[src/design/rcpa_pkg.sv]
// shared types and constants of the radio control packet parser
package rcpa_pkg;

  localparam int NUM_VALUES = 5;
  localparam int NUM_STICKS = 3;

  localparam logic [7:0] ACK_TYPE = 8'd100;

  localparam logic [7:0] ASC_0     = 8'h30;
  localparam logic [7:0] ASC_9     = 8'h39;
  localparam logic [7:0] ASC_PLUS  = 8'h2B;
  localparam logic [7:0] ASC_MINUS = 8'h2D;
  localparam logic [7:0] ASC_E     = 8'h45;
  localparam logic [7:0] ASC_R     = 8'h52;
  localparam logic [7:0] ASC_S     = 8'h53;
  localparam logic [7:0] ASC_L     = 8'h4C;
  localparam logic [7:0] ASC_Q     = 8'h51;

  localparam logic [2:0] FI_LEAD = 3'd0;
  localparam logic [2:0] FI_AIL  = 3'd1;
  localparam logic [2:0] FI_ELE  = 3'd2;
  localparam logic [2:0] FI_RUD  = 3'd3;
  localparam logic [2:0] FI_SHA  = 3'd4;
  localparam logic [2:0] FI_SHB  = 3'd5;
  localparam logic [2:0] FI_DONE = 3'd6;

  localparam logic [1:0] OP_START = 2'd0;
  localparam logic [1:0] OP_BYTE  = 2'd1;
  localparam logic [1:0] OP_TICK  = 2'd2;

  localparam logic REG_INTERVAL = 1'b0;
  localparam logic REG_ACK_LIM  = 1'b1;

  typedef enum logic [1:0] {
    CMD_START = 2'd0,
    CMD_BYTE  = 2'd1,
    CMD_TICK  = 2'd2,
    CMD_NOP   = 2'd3
  } cmd_kind_t;

  typedef enum logic [3:0] {
    CH_OTHER = 4'd0,
    CH_DIGIT = 4'd1,
    CH_PLUS  = 4'd2,
    CH_MINUS = 4'd3,
    CH_E     = 4'd4,
    CH_R     = 4'd5,
    CH_S     = 4'd6,
    CH_L     = 4'd7,
    CH_Q     = 4'd8
  } char_t;

  typedef enum logic [1:0] {
    ACT_NONE = 2'd0,
    ACT_RX   = 2'd1,
    ACT_TX   = 2'd2
  } radio_act_t;

  typedef struct packed {
    cmd_kind_t         kind;
    logic              is_ack;
    logic signed [8:0] rssi;
    char_t             ch;
    logic [3:0]        digit;
  } cmd_t;

  typedef struct packed {
    logic full;
    logic empty;
  } q_status_t;

endpackage

[src/design/rcpa_front.sv]
// front end: input handshake and byte classification
module rcpa_front (
  input  logic               in_valid,
  output logic               in_ready,
  input  logic [1:0]         in_op,
  input  logic [7:0]         in_msg_type,
  input  logic [7:0]         in_rx_byte,
  input  logic signed [8:0]  in_rssi,
  input  rcpa_pkg::q_status_t q_status,
  output logic               q_push,
  output rcpa_pkg::cmd_t     q_cmd
);
  import rcpa_pkg::*;

  logic [7:0] sub_byte;

  assign in_ready = !q_status.full;
  assign q_push   = in_valid && in_ready;
  assign sub_byte = in_rx_byte - ASC_0;

  always_comb begin
    q_cmd        = '0;
    q_cmd.is_ack = (in_msg_type == ACK_TYPE);
    q_cmd.rssi   = in_rssi;
    q_cmd.digit  = sub_byte[3:0];
    unique case (in_op)
      OP_START: q_cmd.kind = CMD_START;
      OP_BYTE:  q_cmd.kind = CMD_BYTE;
      OP_TICK:  q_cmd.kind = CMD_TICK;
      default:  q_cmd.kind = CMD_NOP;
    endcase
    priority if (in_rx_byte >= ASC_0 && in_rx_byte <= ASC_9) begin
      q_cmd.ch = CH_DIGIT;
    end else if (in_rx_byte == ASC_PLUS) begin
      q_cmd.ch = CH_PLUS;
    end else if (in_rx_byte == ASC_MINUS) begin
      q_cmd.ch = CH_MINUS;
    end else if (in_rx_byte == ASC_E) begin
      q_cmd.ch = CH_E;
    end else if (in_rx_byte == ASC_R) begin
      q_cmd.ch = CH_R;
    end else if (in_rx_byte == ASC_S) begin
      q_cmd.ch = CH_S;
    end else if (in_rx_byte == ASC_L) begin
      q_cmd.ch = CH_L;
    end else if (in_rx_byte == ASC_Q) begin
      q_cmd.ch = CH_Q;
    end else begin
      q_cmd.ch = CH_OTHER;
    end
  end

endmodule

[src/design/rcpa_queue.sv]
// short command queue between front end and back end
module rcpa_queue #(
  parameter int DEPTH = 2
) (
  input  logic                clk,
  input  logic                rst_n,
  input  logic                push,
  input  rcpa_pkg::cmd_t      push_cmd,
  input  logic                pop,
  output logic                pop_valid,
  output rcpa_pkg::cmd_t      pop_cmd,
  output rcpa_pkg::q_status_t status
);
  import rcpa_pkg::*;

  localparam int PTR_W = (DEPTH > 1) ? $clog2(DEPTH) : 1;
  localparam int CNT_W = $clog2(DEPTH + 1);

  cmd_t             slot_r [DEPTH];
  logic [PTR_W-1:0] wr_ptr_r, wr_ptr_nxt;
  logic [PTR_W-1:0] rd_ptr_r, rd_ptr_nxt;
  logic [CNT_W-1:0] count_r, count_nxt;
  logic             do_push, do_pop;

  assign status.full  = (count_r == CNT_W'(DEPTH));
  assign status.empty = (count_r == '0);
  assign pop_valid    = !status.empty;
  assign pop_cmd      = slot_r[rd_ptr_r];
  assign do_push      = push && !status.full;
  assign do_pop       = pop && pop_valid;

  always_comb begin
    wr_ptr_nxt = wr_ptr_r;
    rd_ptr_nxt = rd_ptr_r;
    count_nxt  = count_r;
    if (do_push) begin
      wr_ptr_nxt = (wr_ptr_r == PTR_W'(DEPTH - 1)) ? '0 : wr_ptr_r + 1'b1;
    end
    if (do_pop) begin
      rd_ptr_nxt = (rd_ptr_r == PTR_W'(DEPTH - 1)) ? '0 : rd_ptr_r + 1'b1;
    end
    if (do_push && !do_pop) begin
      count_nxt = count_r + 1'b1;
    end else if (do_pop && !do_push) begin
      count_nxt = count_r - 1'b1;
    end
  end

  always_ff @(posedge clk) begin
    if (!rst_n) begin
      wr_ptr_r <= '0;
      rd_ptr_r <= '0;
      count_r  <= '0;
    end else begin
      wr_ptr_r <= wr_ptr_nxt;
      rd_ptr_r <= rd_ptr_nxt;
      count_r  <= count_nxt;
    end
  end

  always_ff @(posedge clk) begin
    if (do_push) begin
      slot_r[wr_ptr_r] <= push_cmd;
    end
  end

endmodule

[src/design/rcpa_back.sv]
// back end: packet parsing, commit, ack scheduling and result register
module rcpa_back (
  input  logic               clk,
  input  logic               rst_n,
  input  logic [15:0]        interval_ms,
  input  logic [15:0]        ack_packet_limit,
  input  logic               q_valid,
  input  rcpa_pkg::cmd_t     q_cmd,
  output logic               q_pop,
  output logic               out_valid,
  input  logic               out_ready,
  output logic signed [15:0] out_aileron,
  output logic signed [15:0] out_elevator,
  output logic signed [15:0] out_rudder,
  output logic [7:0]         out_shoulder_a,
  output logic [7:0]         out_shoulder_b,
  output logic [15:0]        out_packet_total,
  output logic               out_ack_active,
  output logic [1:0]         out_radio_action,
  output logic signed [8:0]  out_telemetry_rssi
);
  import rcpa_pkg::*;

  localparam int IDX_W = $clog2(NUM_VALUES);

  logic [15:0]       cmt_r [NUM_VALUES];
  logic [15:0]       cmt_nxt [NUM_VALUES];
  logic [15:0]       pend_r [NUM_VALUES];
  logic [15:0]       pend_nxt [NUM_VALUES];
  logic [2:0]        fi_r, fi_nxt;
  logic              tag_s_r, tag_s_nxt;
  logic [15:0]       mag_r, mag_nxt;
  logic              started_r, started_nxt;
  logic              neg_r, neg_nxt;
  logic              ended_r, ended_nxt;
  logic              is_data_r, is_data_nxt;
  logic [15:0]       pkt_cnt_r, pkt_cnt_nxt;
  logic              ack_r, ack_nxt;
  logic signed [8:0] rssi_r, rssi_nxt;
  logic [15:0]       elapsed_r, elapsed_nxt;
  logic              out_valid_r, out_valid_nxt;
  radio_act_t        act_r, act_nxt;
  logic signed [8:0] tel_r, tel_nxt;

  logic [2:0]        fin_idx;
  logic [15:0]       fin_val;
  logic [19:0]       mac;
  logic [15:0]       mag_dig;
  logic              s_hit, tag_hit, finish;

  assign q_pop = q_valid && (!out_valid_r || out_ready);

  assign fin_idx = fi_r - 3'd1;
  assign mac     = {1'b0, mag_r, 3'b000} + {3'b000, mag_r, 1'b0} + {16'd0, q_cmd.digit};
  assign mag_dig = (|mac[19:16]) ? 16'hFFFF : mac[15:0];

  always_comb begin
    if (fin_idx < 3'(NUM_STICKS)) begin
      if (neg_r) begin
        fin_val = (mag_r > 16'd32768) ? 16'h8000 : 16'd0 - mag_r;
      end else begin
        fin_val = (mag_r > 16'd32767) ? 16'h7FFF : mag_r;
      end
    end else begin
      if (neg_r) begin
        fin_val = 16'd0;
      end else begin
        fin_val = (mag_r > 16'd255) ? 16'd255 : mag_r;
      end
    end
  end

  assign s_hit   = tag_s_r && ((fi_r == FI_RUD && q_cmd.ch == CH_R) ||
                               (fi_r == FI_SHA && q_cmd.ch == CH_L));
  assign tag_hit = (fi_r == FI_AIL && q_cmd.ch == CH_E) ||
                   (fi_r == FI_ELE && q_cmd.ch == CH_R);
  assign finish  = s_hit || tag_hit || (fi_r == FI_SHB && q_cmd.ch == CH_Q);

  always_comb begin
    cmt_nxt       = cmt_r;
    pend_nxt      = pend_r;
    fi_nxt        = fi_r;
    tag_s_nxt     = tag_s_r;
    mag_nxt       = mag_r;
    started_nxt   = started_r;
    neg_nxt       = neg_r;
    ended_nxt     = ended_r;
    is_data_nxt   = is_data_r;
    pkt_cnt_nxt   = pkt_cnt_r;
    ack_nxt       = ack_r;
    rssi_nxt      = rssi_r;
    elapsed_nxt   = elapsed_r;
    act_nxt       = act_r;
    tel_nxt       = tel_r;
    out_valid_nxt = q_pop ? 1'b1 : (out_ready ? 1'b0 : out_valid_r);

    if (q_pop) begin
      act_nxt = ACT_NONE;
      tel_nxt = '0;
      unique case (q_cmd.kind)
        CMD_START: begin
          rssi_nxt    = q_cmd.rssi;
          fi_nxt      = FI_LEAD;
          tag_s_nxt   = 1'b0;
          mag_nxt     = '0;
          started_nxt = 1'b0;
          neg_nxt     = 1'b0;
          ended_nxt   = 1'b0;
          is_data_nxt = !q_cmd.is_ack;
          if (q_cmd.is_ack) begin
            ack_nxt     = 1'b1;
            pkt_cnt_nxt = '0;
          end
        end
        CMD_BYTE: begin
          if (is_data_r && fi_r < FI_DONE) begin
            if (fi_r == FI_LEAD) begin
              fi_nxt      = FI_AIL;
              mag_nxt     = '0;
              started_nxt = 1'b0;
              neg_nxt     = 1'b0;
              ended_nxt   = 1'b0;
            end else begin
              tag_s_nxt = 1'b0;
              if (finish) begin
                pend_nxt[fin_idx[IDX_W-1:0]] = fin_val;
                mag_nxt     = '0;
                started_nxt = 1'b0;
                neg_nxt     = 1'b0;
                ended_nxt   = 1'b0;
                fi_nxt      = fi_r + 3'd1;
                if (fi_r == FI_SHB) begin
                  cmt_nxt     = pend_nxt;
                  pkt_cnt_nxt = pkt_cnt_r + 16'd1;
                end
              end else if ((fi_r == FI_RUD || fi_r == FI_SHA) && q_cmd.ch == CH_S) begin
                tag_s_nxt = 1'b1;
                ended_nxt = 1'b1;
              end else if (!ended_r) begin
                if (q_cmd.ch == CH_DIGIT) begin
                  mag_nxt     = mag_dig;
                  started_nxt = 1'b1;
                end else if ((q_cmd.ch == CH_PLUS || q_cmd.ch == CH_MINUS) && !started_r) begin
                  mag_nxt     = '0;
                  started_nxt = 1'b1;
                  neg_nxt     = (q_cmd.ch == CH_MINUS);
                end else begin
                  ended_nxt = 1'b1;
                end
              end
            end
          end
        end
        CMD_TICK: begin
          if (elapsed_r != 16'hFFFF) begin
            elapsed_nxt = elapsed_r + 16'd1;
          end
          if (elapsed_nxt > interval_ms) begin
            if (!ack_r || pkt_cnt_r > ack_packet_limit) begin
              ack_nxt = 1'b0;
              act_nxt = ACT_RX;
            end else begin
              act_nxt     = ACT_TX;
              tel_nxt     = rssi_r;
              pkt_cnt_nxt = pkt_cnt_r + 16'd1;
            end
            elapsed_nxt = '0;
          end
        end
        default: begin
        end
      endcase
    end
  end

  always_ff @(posedge clk) begin
    if (!rst_n) begin
      for (int i = 0; i < NUM_VALUES; i++) begin
        cmt_r[i]  <= '0;
        pend_r[i] <= '0;
      end
      fi_r        <= FI_LEAD;
      tag_s_r     <= 1'b0;
      mag_r       <= '0;
      started_r   <= 1'b0;
      neg_r       <= 1'b0;
      ended_r     <= 1'b0;
      is_data_r   <= 1'b0;
      pkt_cnt_r   <= '0;
      ack_r       <= 1'b0;
      rssi_r      <= '0;
      elapsed_r   <= '0;
      out_valid_r <= 1'b0;
      act_r       <= ACT_NONE;
      tel_r       <= '0;
    end else begin
      cmt_r       <= cmt_nxt;
      pend_r      <= pend_nxt;
      fi_r        <= fi_nxt;
      tag_s_r     <= tag_s_nxt;
      mag_r       <= mag_nxt;
      started_r   <= started_nxt;
      neg_r       <= neg_nxt;
      ended_r     <= ended_nxt;
      is_data_r   <= is_data_nxt;
      pkt_cnt_r   <= pkt_cnt_nxt;
      ack_r       <= ack_nxt;
      rssi_r      <= rssi_nxt;
      elapsed_r   <= elapsed_nxt;
      out_valid_r <= out_valid_nxt;
      act_r       <= act_nxt;
      tel_r       <= tel_nxt;
    end
  end

  assign out_valid          = out_valid_r;
  assign out_aileron        = cmt_r[0];
  assign out_elevator       = cmt_r[1];
  assign out_rudder         = cmt_r[2];
  assign out_shoulder_a     = cmt_r[3][7:0];
  assign out_shoulder_b     = cmt_r[4][7:0];
  assign out_packet_total   = pkt_cnt_r;
  assign out_ack_active     = ack_r;
  assign out_radio_action   = act_r;
  assign out_telemetry_rssi = tel_r;

endmodule

[src/design/radio_control_packet_parser_ack_core.sv]
// top level of the radio control packet parser with ack scheduling
//
//   channel   direction  handshake              transaction
//   in_*      in         in_valid / in_ready    op, msg_type, rx_byte, rssi
//   out_*     out        out_valid / out_ready  sticks, buttons, count, ack, action
//   apb       in         psel/penable/pready    interval_ms, ack_packet_limit
//
// one transaction per cycle unless out_ready stalls; input is queued, then registered as result
// the front end classifies bytes into a command queue, the back end updates state on each pop
// rst_n is synchronous and clears all state but queue contents; registers return to 100 and 5
// a stalled result holds; the queue absorbs QUEUE_DEPTH transactions, then in_ready drops
module radio_control_packet_parser_ack_core #(
  parameter int QUEUE_DEPTH = 2
) (
  input  logic               clk,
  input  logic               rst_n,
  input  logic               in_valid,
  output logic               in_ready,
  input  logic [1:0]         in_op,
  input  logic [7:0]         in_msg_type,
  input  logic [7:0]         in_rx_byte,
  input  logic signed [8:0]  in_rssi,
  output logic               out_valid,
  input  logic               out_ready,
  output logic signed [15:0] out_aileron,
  output logic signed [15:0] out_elevator,
  output logic signed [15:0] out_rudder,
  output logic [7:0]         out_shoulder_a,
  output logic [7:0]         out_shoulder_b,
  output logic [15:0]        out_packet_total,
  output logic               out_ack_active,
  output logic [1:0]         out_radio_action,
  output logic signed [8:0]  out_telemetry_rssi,
  input  logic               psel,
  input  logic               penable,
  input  logic               pwrite,
  input  logic [2:0]         paddr,
  input  logic [31:0]        pwdata,
  output logic [31:0]        prdata,
  output logic               pready
);
  import rcpa_pkg::*;

  logic [15:0] interval_r, interval_nxt;
  logic [15:0] ack_lim_r, ack_lim_nxt;
  logic        cfg_wr;
  logic        push, pop, pop_valid;
  cmd_t        push_cmd, pop_cmd;
  q_status_t   q_status;

  assign pready = 1'b1;
  assign cfg_wr = psel && penable && pwrite && pready;

  always_comb begin
    interval_nxt = interval_r;
    ack_lim_nxt  = ack_lim_r;
    if (cfg_wr) begin
      unique case (paddr[2])
        REG_INTERVAL: interval_nxt = pwdata[15:0];
        REG_ACK_LIM:  ack_lim_nxt  = pwdata[15:0];
        default: begin
        end
      endcase
    end
  end

  always_comb begin
    unique case (paddr[2])
      REG_INTERVAL: prdata = {16'd0, interval_r};
      REG_ACK_LIM:  prdata = {16'd0, ack_lim_r};
      default:      prdata = '0;
    endcase
  end

  always_ff @(posedge clk) begin
    if (!rst_n) begin
      interval_r <= 16'd100;
      ack_lim_r  <= 16'd5;
    end else begin
      interval_r <= interval_nxt;
      ack_lim_r  <= ack_lim_nxt;
    end
  end

  rcpa_front u_front (
    .in_valid    (in_valid),
    .in_ready    (in_ready),
    .in_op       (in_op),
    .in_msg_type (in_msg_type),
    .in_rx_byte  (in_rx_byte),
    .in_rssi     (in_rssi),
    .q_status    (q_status),
    .q_push      (push),
    .q_cmd       (push_cmd)
  );

  rcpa_queue #(
    .DEPTH (QUEUE_DEPTH)
  ) u_queue (
    .clk       (clk),
    .rst_n     (rst_n),
    .push      (push),
    .push_cmd  (push_cmd),
    .pop       (pop),
    .pop_valid (pop_valid),
    .pop_cmd   (pop_cmd),
    .status    (q_status)
  );

  rcpa_back u_back (
    .clk                (clk),
    .rst_n              (rst_n),
    .interval_ms        (interval_r),
    .ack_packet_limit   (ack_lim_r),
    .q_valid            (pop_valid),
    .q_cmd              (pop_cmd),
    .q_pop              (pop),
    .out_valid          (out_valid),
    .out_ready          (out_ready),
    .out_aileron        (out_aileron),
    .out_elevator       (out_elevator),
    .out_rudder         (out_rudder),
    .out_shoulder_a     (out_shoulder_a),
    .out_shoulder_b     (out_shoulder_b),
    .out_packet_total   (out_packet_total),
    .out_ack_active     (out_ack_active),
    .out_radio_action   (out_radio_action),
    .out_telemetry_rssi (out_telemetry_rssi)
  );

`ifndef NO_ASSERTIONS
  a_full_blocks_input: assert property (@(posedge clk) disable iff (!rst_n)
    q_status.full |-> !in_ready)
    else $error("input accepted while command queue full");

  a_ack_ends_on_rx: assert property (@(posedge clk) disable iff (!rst_n)
    $fell(out_ack_active) |-> (out_radio_action == ACT_RX))
    else $error("ack mode ended without receive command");

  a_tx_needs_ack: assert property (@(posedge clk) disable iff (!rst_n)
    (out_radio_action == ACT_TX) |-> out_ack_active)
    else $error("telemetry transmit outside ack mode");

  a_tel_only_on_tx: assert property (@(posedge clk) disable iff (!rst_n)
    (out_telemetry_rssi != 9'sd0) |-> (out_radio_action == ACT_TX))
    else $error("telemetry rssi without transmit");
`endif

endmodule
[config.mk]
export PLATFORM = sky130hd
export DESIGN_NAME = radio_control_packet_parser_ack_core
export DESIGN_NICKNAME = d
export VERILOG_FILES = /design/src/design/rcpa_pkg.sv /design/src/design/rcpa_front.sv /design/src/design/rcpa_queue.sv /design/src/design/rcpa_back.sv /design/src/design/radio_control_packet_parser_ack_core.sv
export SDC_FILE = /design/constraint.sdc
export NUM_CORES = 1
export LEC_CHECK = 0
export ABC_CLOCK_PERIOD_IN_PS = 4100
export BUFFER_PORTS_ARGS = -buffer_cell sky130_fd_sc_hd__clkbuf_2
export CORE_UTILIZATION = 29
export DETAILED_ROUTE_END_ITERATION = 12
export HOLD_SLACK_MARGIN = 0.1
export PLACE_DENSITY = 0.53
export SLEW_MARGIN = 20
export SYNTH_ARGS = -nofsm -noshare
export SYNTH_HDL_FRONTEND = slang
export SYNTH_SLANG_ARGS = --single-unit
[constraint.sdc]
create_clock -name clk -period 4.1 [get_ports clk]
set_clock_uncertainty 0.1 [all_clocks]
set_input_delay 0.82 -clock clk [delete_from_list [all_inputs] [get_ports clk]]
set_output_delay 0.82 -clock clk [all_outputs]
set_load 0.02 [all_outputs]
# Yosys cells after proc, flatten, opt, wreduce, memory -nomap -nowiden
# Memories as Yosys holds them, arrays and structs flattened. A register that Yosys moved wholly into a read port is not among the register bits.
# Cells that the tools add are included.
# op_classes
n_addsub,12
mul,0
div,0
magnitude_cmp,11
n_eq_ne,41
n_shift,0
muxes,93
bitwise,3
n_reduce_logical,58
# ops
cell,n
$mux 16,26
$bwmux 80,1
$pmux 32 s2,1
$demux 16 s3,1
$eq 8x7->1 const B,6
$pmux 16 s3,1
$mux 1,36
$add 16x1->16 const B,2
$gt 16x16->1,2
$mux 4,8
$pmux 16 s2,1
$mux 9,3
$add 19x17->20,1
$add 20x4->20,1
$logic_and 1x1->1,19
$eq 4x3->1 const B,4
$eq 8x6->1 const B,2
$gt 16x15->1 const B,1
$gt 16x16->1 const B,1
$gt 16x8->1 const B,1
$ne 16x16->1 const B,1
$sub 1x16->16 const A,1
$ne 2x1->1 const B,6
$reduce_and 6->1,2
46 further kinds,90
# word_totals
reg_bits,258
latch_bits,0
mem_bits_rw,40
romBits,0
input_bits,69
output_inout_bits,127
elab_cells,248
mem_count,1
# mem_list
memory,depth,word_bits,rd,rd_clocked_by_memory_dff,write_ports,line,text
u_queue.slot_r,2,20,1,1,1,rcpa_queue.sv:19,cmd_t slot_r [DEPTH];

# Depth between registers and ports, before layout
# depth
depth_word,11
depth_mapped,17

# Cells and area by module
# A second synthesis with hierarchy kept.
# unflattened
hier_cells,1745
hier_area_um2,15154.5
# by_module_without_submodules
module,n_inst,cells_each,area_per_inst_um2,seq_area_each_um2
rcpa_back,1,1448,11541.1,4124.0
rcpa_queue,1,88,1676.6,1301.2
radio_control_packet_parser_ack_core,1,163,1600.3,640.6
rcpa_front,1,46,336.6,0.0

# Least setup slack after synthesis
# OpenSTA, ideal clock, no wires.
# synth_path
path_kind,flip-flop to flip-flop
startpoint,register (tool-made name)
endpoint,register u_back.mag_r[10]
setup_ns,0.119
t_arrival_ns,4.177
required_time_ns,3.881
path_slack_ns,-0.295
path_stages_with_launch,17
n_path_buf,4
period_less_slack_ns,4.395
path_cell_list,dfxtp_1 -> buf_6 -> buf_2 -> buf_1 -> mux2_2 -> fa_1 -> inv_1 -> fa_1 -> nor2b_1 -> o211ai_1 -> a2111oi_0 -> o21ai_0 -> o21ai_0 -> nand3_1 -> o31ai_4 -> buf_2 -> nand2_1
# synth_rtl
element,line,text
end signal: assignment,rcpa_back.sv:201,mag_r <= mag_nxt;
end: declaration,rcpa_back.sv:32,"logic [15:0] mag_r, mag_nxt;"

# Final worst setup path
# layout_path
startpoint,register u_back.elapsed_r[8]
endpoint,"register u_back.pkt_cnt_r[6], in the netlist u_back.out_packet_total[6]"
# layout_between
elab_chain_cells,7
elab_cells_between_ends,8
cone_classes,add/sub (1); order compare (1); eq/ne (2); mux (3); reduce/logical (1)
# layout_rtl
element,line,text
start: declaration,rcpa_back.sv:40,"logic [15:0] elapsed_r, elapsed_nxt;"
start signal: assignment,rcpa_back.sv:209,elapsed_r <= elapsed_nxt;
$add 16x1->16 or $ne 16x16->1 (tied branches),"rcpa_back.sv:156, rcpa_back.sv:155",
$mux 16 (*),rcpa_back.sv:155,if (elapsed_r != 16'hFFFF) begin
$mux 16 (*),rcpa_back.sv:100,unique case (q_cmd.kind)
$mux 16 (*),rcpa_back.sv:97,if (q_pop) begin
$gt 16x16->1 (*),rcpa_back.sv:158,if (elapsed_nxt > interval_ms) begin
$ne 2x1->1 (no source line) (*),n/a,
$reduce_and 9->1 (no source line) (*),n/a,
end signal: assignment,rcpa_back.sv:206,pkt_cnt_r <= pkt_cnt_nxt;
end: declaration,rcpa_back.sv:37,"logic [15:0] pkt_cnt_r, pkt_cnt_nxt;"
# Mark *: on every way between the ends. The rest lies on a longest branch, timed or not. The select of a mux whose other input is x is not followed.
# A chain may end at the register's enable or synchronous reset.

==> flow_metrics.env <==
export IMPL_status="finished, final reports clean"
export IMPL_die_h_um=226.0
export IMPL_drt_wl_total_mm=41.96
export IMPL_die_area_um2=51070
export IMPL_cts_root_buf="clkbuf_16"
export IMPL_port_buffers=160
export IMPL_synth_cell_types=88
export IMPL_antenna_found_initial=1
export IMPL_grt_pass1_vias=11860
export IMPL_period_share_pct=94.51
export IMPL_yosysSeqAreaShare_pct=41.69
export IMPL_start_util_pct=29.54
export IMPL_crit_fanout=5
export IMPL_ir_drop_uv=205.2
export IMPL_period_needed_ns=3.875
export IMPL_drtIter0Drc=872
export IMPL_slew_viol_final=0
export IMPL_gp_congestion=0.8357
export IMPL_core_um2=49250
export IMPL_worstSetupEndpointType="register"
export IMPL_min_from="u_back.pend_r[46]$_SDFFE_PN0P_"
export IMPL_dp_cells=2509
export IMPL_r2r_slack_ns=0.23
export IMPL_pwr_density_cell_nw_per_um2=408.7
export IMPL_finalHoldViolCount=0
export IMPL_rows=81
export IMPL_r2r_end="u_back.out_packet_total[6]$_SDFFE_PN0P_"
export IMPL_clk_pin_slew_ns=0.06
export IMPL_final_cell_mix="283 x nand2_1, 243 x dfxtp_1, 185 x nor2_1, 160 x clkbuf_2, 146 x a21oi_1"
export IMPL_diodes=0
export IMPL_clk_path_buf_depth=3
export IMPL_ys_async_sr_fraction_pct=0
export IMPL_r2r_start="u_back.elapsed_r[8]$_SDFFE_PN0P_"
export IMPL_grt_start_max_net_pins=95
export IMPL_max_freq_ghz=0.2581
export IMPL_via_per_inst=5.040
export IMPL_hpwl_mm=29.58
export IMPL_clock_sinks=283
export IMPL_cts_tree="done"
export IMPL_hold_worst_slack_ns=0.3523
export IMPL_synthCells=1745
export IMPL_cts_made_buffers=34
export IMPL_hp_class="reg2reg"
export IMPL_drive_above_1_share_pct=16.41
export IMPL_cp_required_ns=4.43
export IMPL_setup_violations=0
export IMPL_die_w_um=226.0
export IMPL_worstSetupStartpointType="register"
export IMPL_htreeDepth=2
export IMPL_postRouteAntennaNets=0
export IMPL_synth_edf_count=40
export IMPL_grt_use_total_pct=16.05
export IMPL_overflow=0
export IMPL_crit_type="reg2reg"
export IMPL_detail_route_drc_violations=0
export IMPL_dr_pass1_iters=5
export IMPL_syn_area_um2=14550
export IMPL_worstPathArrival_ns=4.20
export IMPL_tightest_slew_ns=0.8178
export IMPL_grt_pass1_wl_mm=65.30
export IMPL_wl_per_cell_um=16.32
export IMPL_maxCapViolCount=0
export IMPL_startpoint="u_back.elapsed_r[8]$_SDFFE_PN0P_"
export IMPL_syn_area_per_cell_um2=8.338
export IMPL_critPathCapture="u_back.out_packet_total[6]$_SDFFE_PN0P_"
export IMPL_nets=2032
export IMPL_mostFrequentLayoutCell="nand2_1"
export IMPL_max_slew_margin_pct=45.48
export IMPL_vias=12960
export IMPL_ff2ff_path_depth=16
export IMPL_p_leak_uw=0.006751
export IMPL_ys_ff_latch=283
export IMPL_fin_cells=2571
export IMPL_synthFlopType="dfxtp_1"
export IMPL_io_pins=196
export IMPL_yosysWarnings=0
export IMPL_syn2layout_area_growth_pct=18.76
export IMPL_clock_latency_ns=0.54
## power by group
part           internal (uW)  switching, uW
Clock                   1880           1220
Combinational            330            620
Sequential              2950           70.3
Total                   5160           1910
## how the worst min path moves through the flow
stage / end / slack (ns) / depth (start not counted)
after floorplan: u_back.ended_r$_SDFFE_PN0P_ / 0.33 / 2
after global placement: u_back.ended_r$_SDFFE_PN0P_ / 0.34 / 2
after detailed placement: u_back.ended_r$_SDFFE_PN0P_ / 0.35 / 2
after CTS: u_queue.slot_r[1][15]$_DFFE_PP_ / 0.33 / 1
after global routing: u_queue.slot_r[1][15]$_DFFE_PP_ / 0.34 / 1
final: u_back.pend_r[46]$_SDFFE_PN0P_ / 0.35 / 2
## synth_stat cells (19+ instances only)
library cell  instances  share of area (%)
a21oi_1             147                5.1
nor2_1              187                4.8
nand4_1              19               0.82
ha_1                 76                6.5
o21ai_0              92                3.2
nor3_1               38                1.3
clkbuf_1             69                1.8
nand2_1             283                7.3
o211ai_1             19               0.98
buf_4                22                1.1
mux2i_1              31                2.1
nand3_1              57                2.0
edfxtp_1             40                8.3
dfxtp_1             243                 33
a211oi_1             32                1.7
a22oi_1              35                1.8
inv_1                61                1.6
## what timing repair did
action                     CTS  global route
resized for setup            1             9
setup buffers                0             4
setup endpoints to repair    3            35
hold endpoints to repair     0             0
hold buffers                 0             0
pin swaps                    0             4
## critical path: stages (launching register included)
cell      delay, ns
dfxtp_1        0.39
nand3_1        0.14
nor3_2         0.17
buf_4          0.15
nand4_1        0.17
nor2_1         0.16
mux2_2         0.37
ha_1           0.31
nand4_1        0.18
nor4_2         0.23
a21boi_4       0.26
o41ai_4        0.11
a21oi_2        0.21
o211ai_1       0.22
buf_4          0.19
o211a_1        0.21
a41o_1         0.19
## cell type report
class | count | area [um^2]
fillers | 5169 | 31970
multi-input cells | 1295 | 7810
flip-flops and latches | 283 | 6066
repair buffers | 209 | 1206
clock buffers | 46 | 947.2
well taps | 664 | 830.8
inverters | 62 | 237.7
clock inverters | 12 | 182.7
## cells by family after synthesis
family | count (synthesis) | share of synthesized area (%)
compound gates | 464 | 20.83
xor+xnor | 27 | 1.625
fa+ha+maj | 78 | 6.811
buf+inv | 182 | 5.469
flops | 283 | 41.69
mux | 42 | 3.139
other cells | 2 | 0.05161
simple gates | 667 | 20.39
## flip-flops by register name, indices dropped and copies added, names as in the netlist, 2 cells and up, named ones only
name and count:
ack_lim_r 16, interval_r 16, u_back.elapsed_r 16, u_back.fi_r 3, u_back.mag_r 16, u_back.out_aileron 16, u_back.out_elevator 16, u_back.out_packet_total 16
u_back.out_radio_action 2, u_back.out_rudder 16, u_back.out_shoulder_a 8, u_back.out_shoulder_b 8, u_back.out_telemetry_rssi 9, u_back.pend_r 64, u_back.rssi_r 9, u_queue.count_r 2
u_queue.slot_r 40
## stage by stage
stage,setup slack [ns],utilization (%),TNS [ns],area [um^2],power [uW]
after CTS,0.08140,34.92,0,17200,7165
final,0.2252,35.08,0,17280,7062
after floorplan,0.00003375,-,0,14610,3734
after global routing,-0.004658,35.08,-0.01035,17280,7402
after detailed placement,-0.005577,32.62,-0.005577,16070,4021
after global placement,0.07918,32.62,0,16070,4003
## layer usage
layer	global-route usage, %	up-vias	part of all wire (%)
li1	-	6465	-
met1	22.14	6159	47
met2	25.39	277	46
met3	3.018	55	4.9
met4	4.477	2	1.9
met5	0	-	0.026
Note: power is estimated with default switching activity, not from simulation.
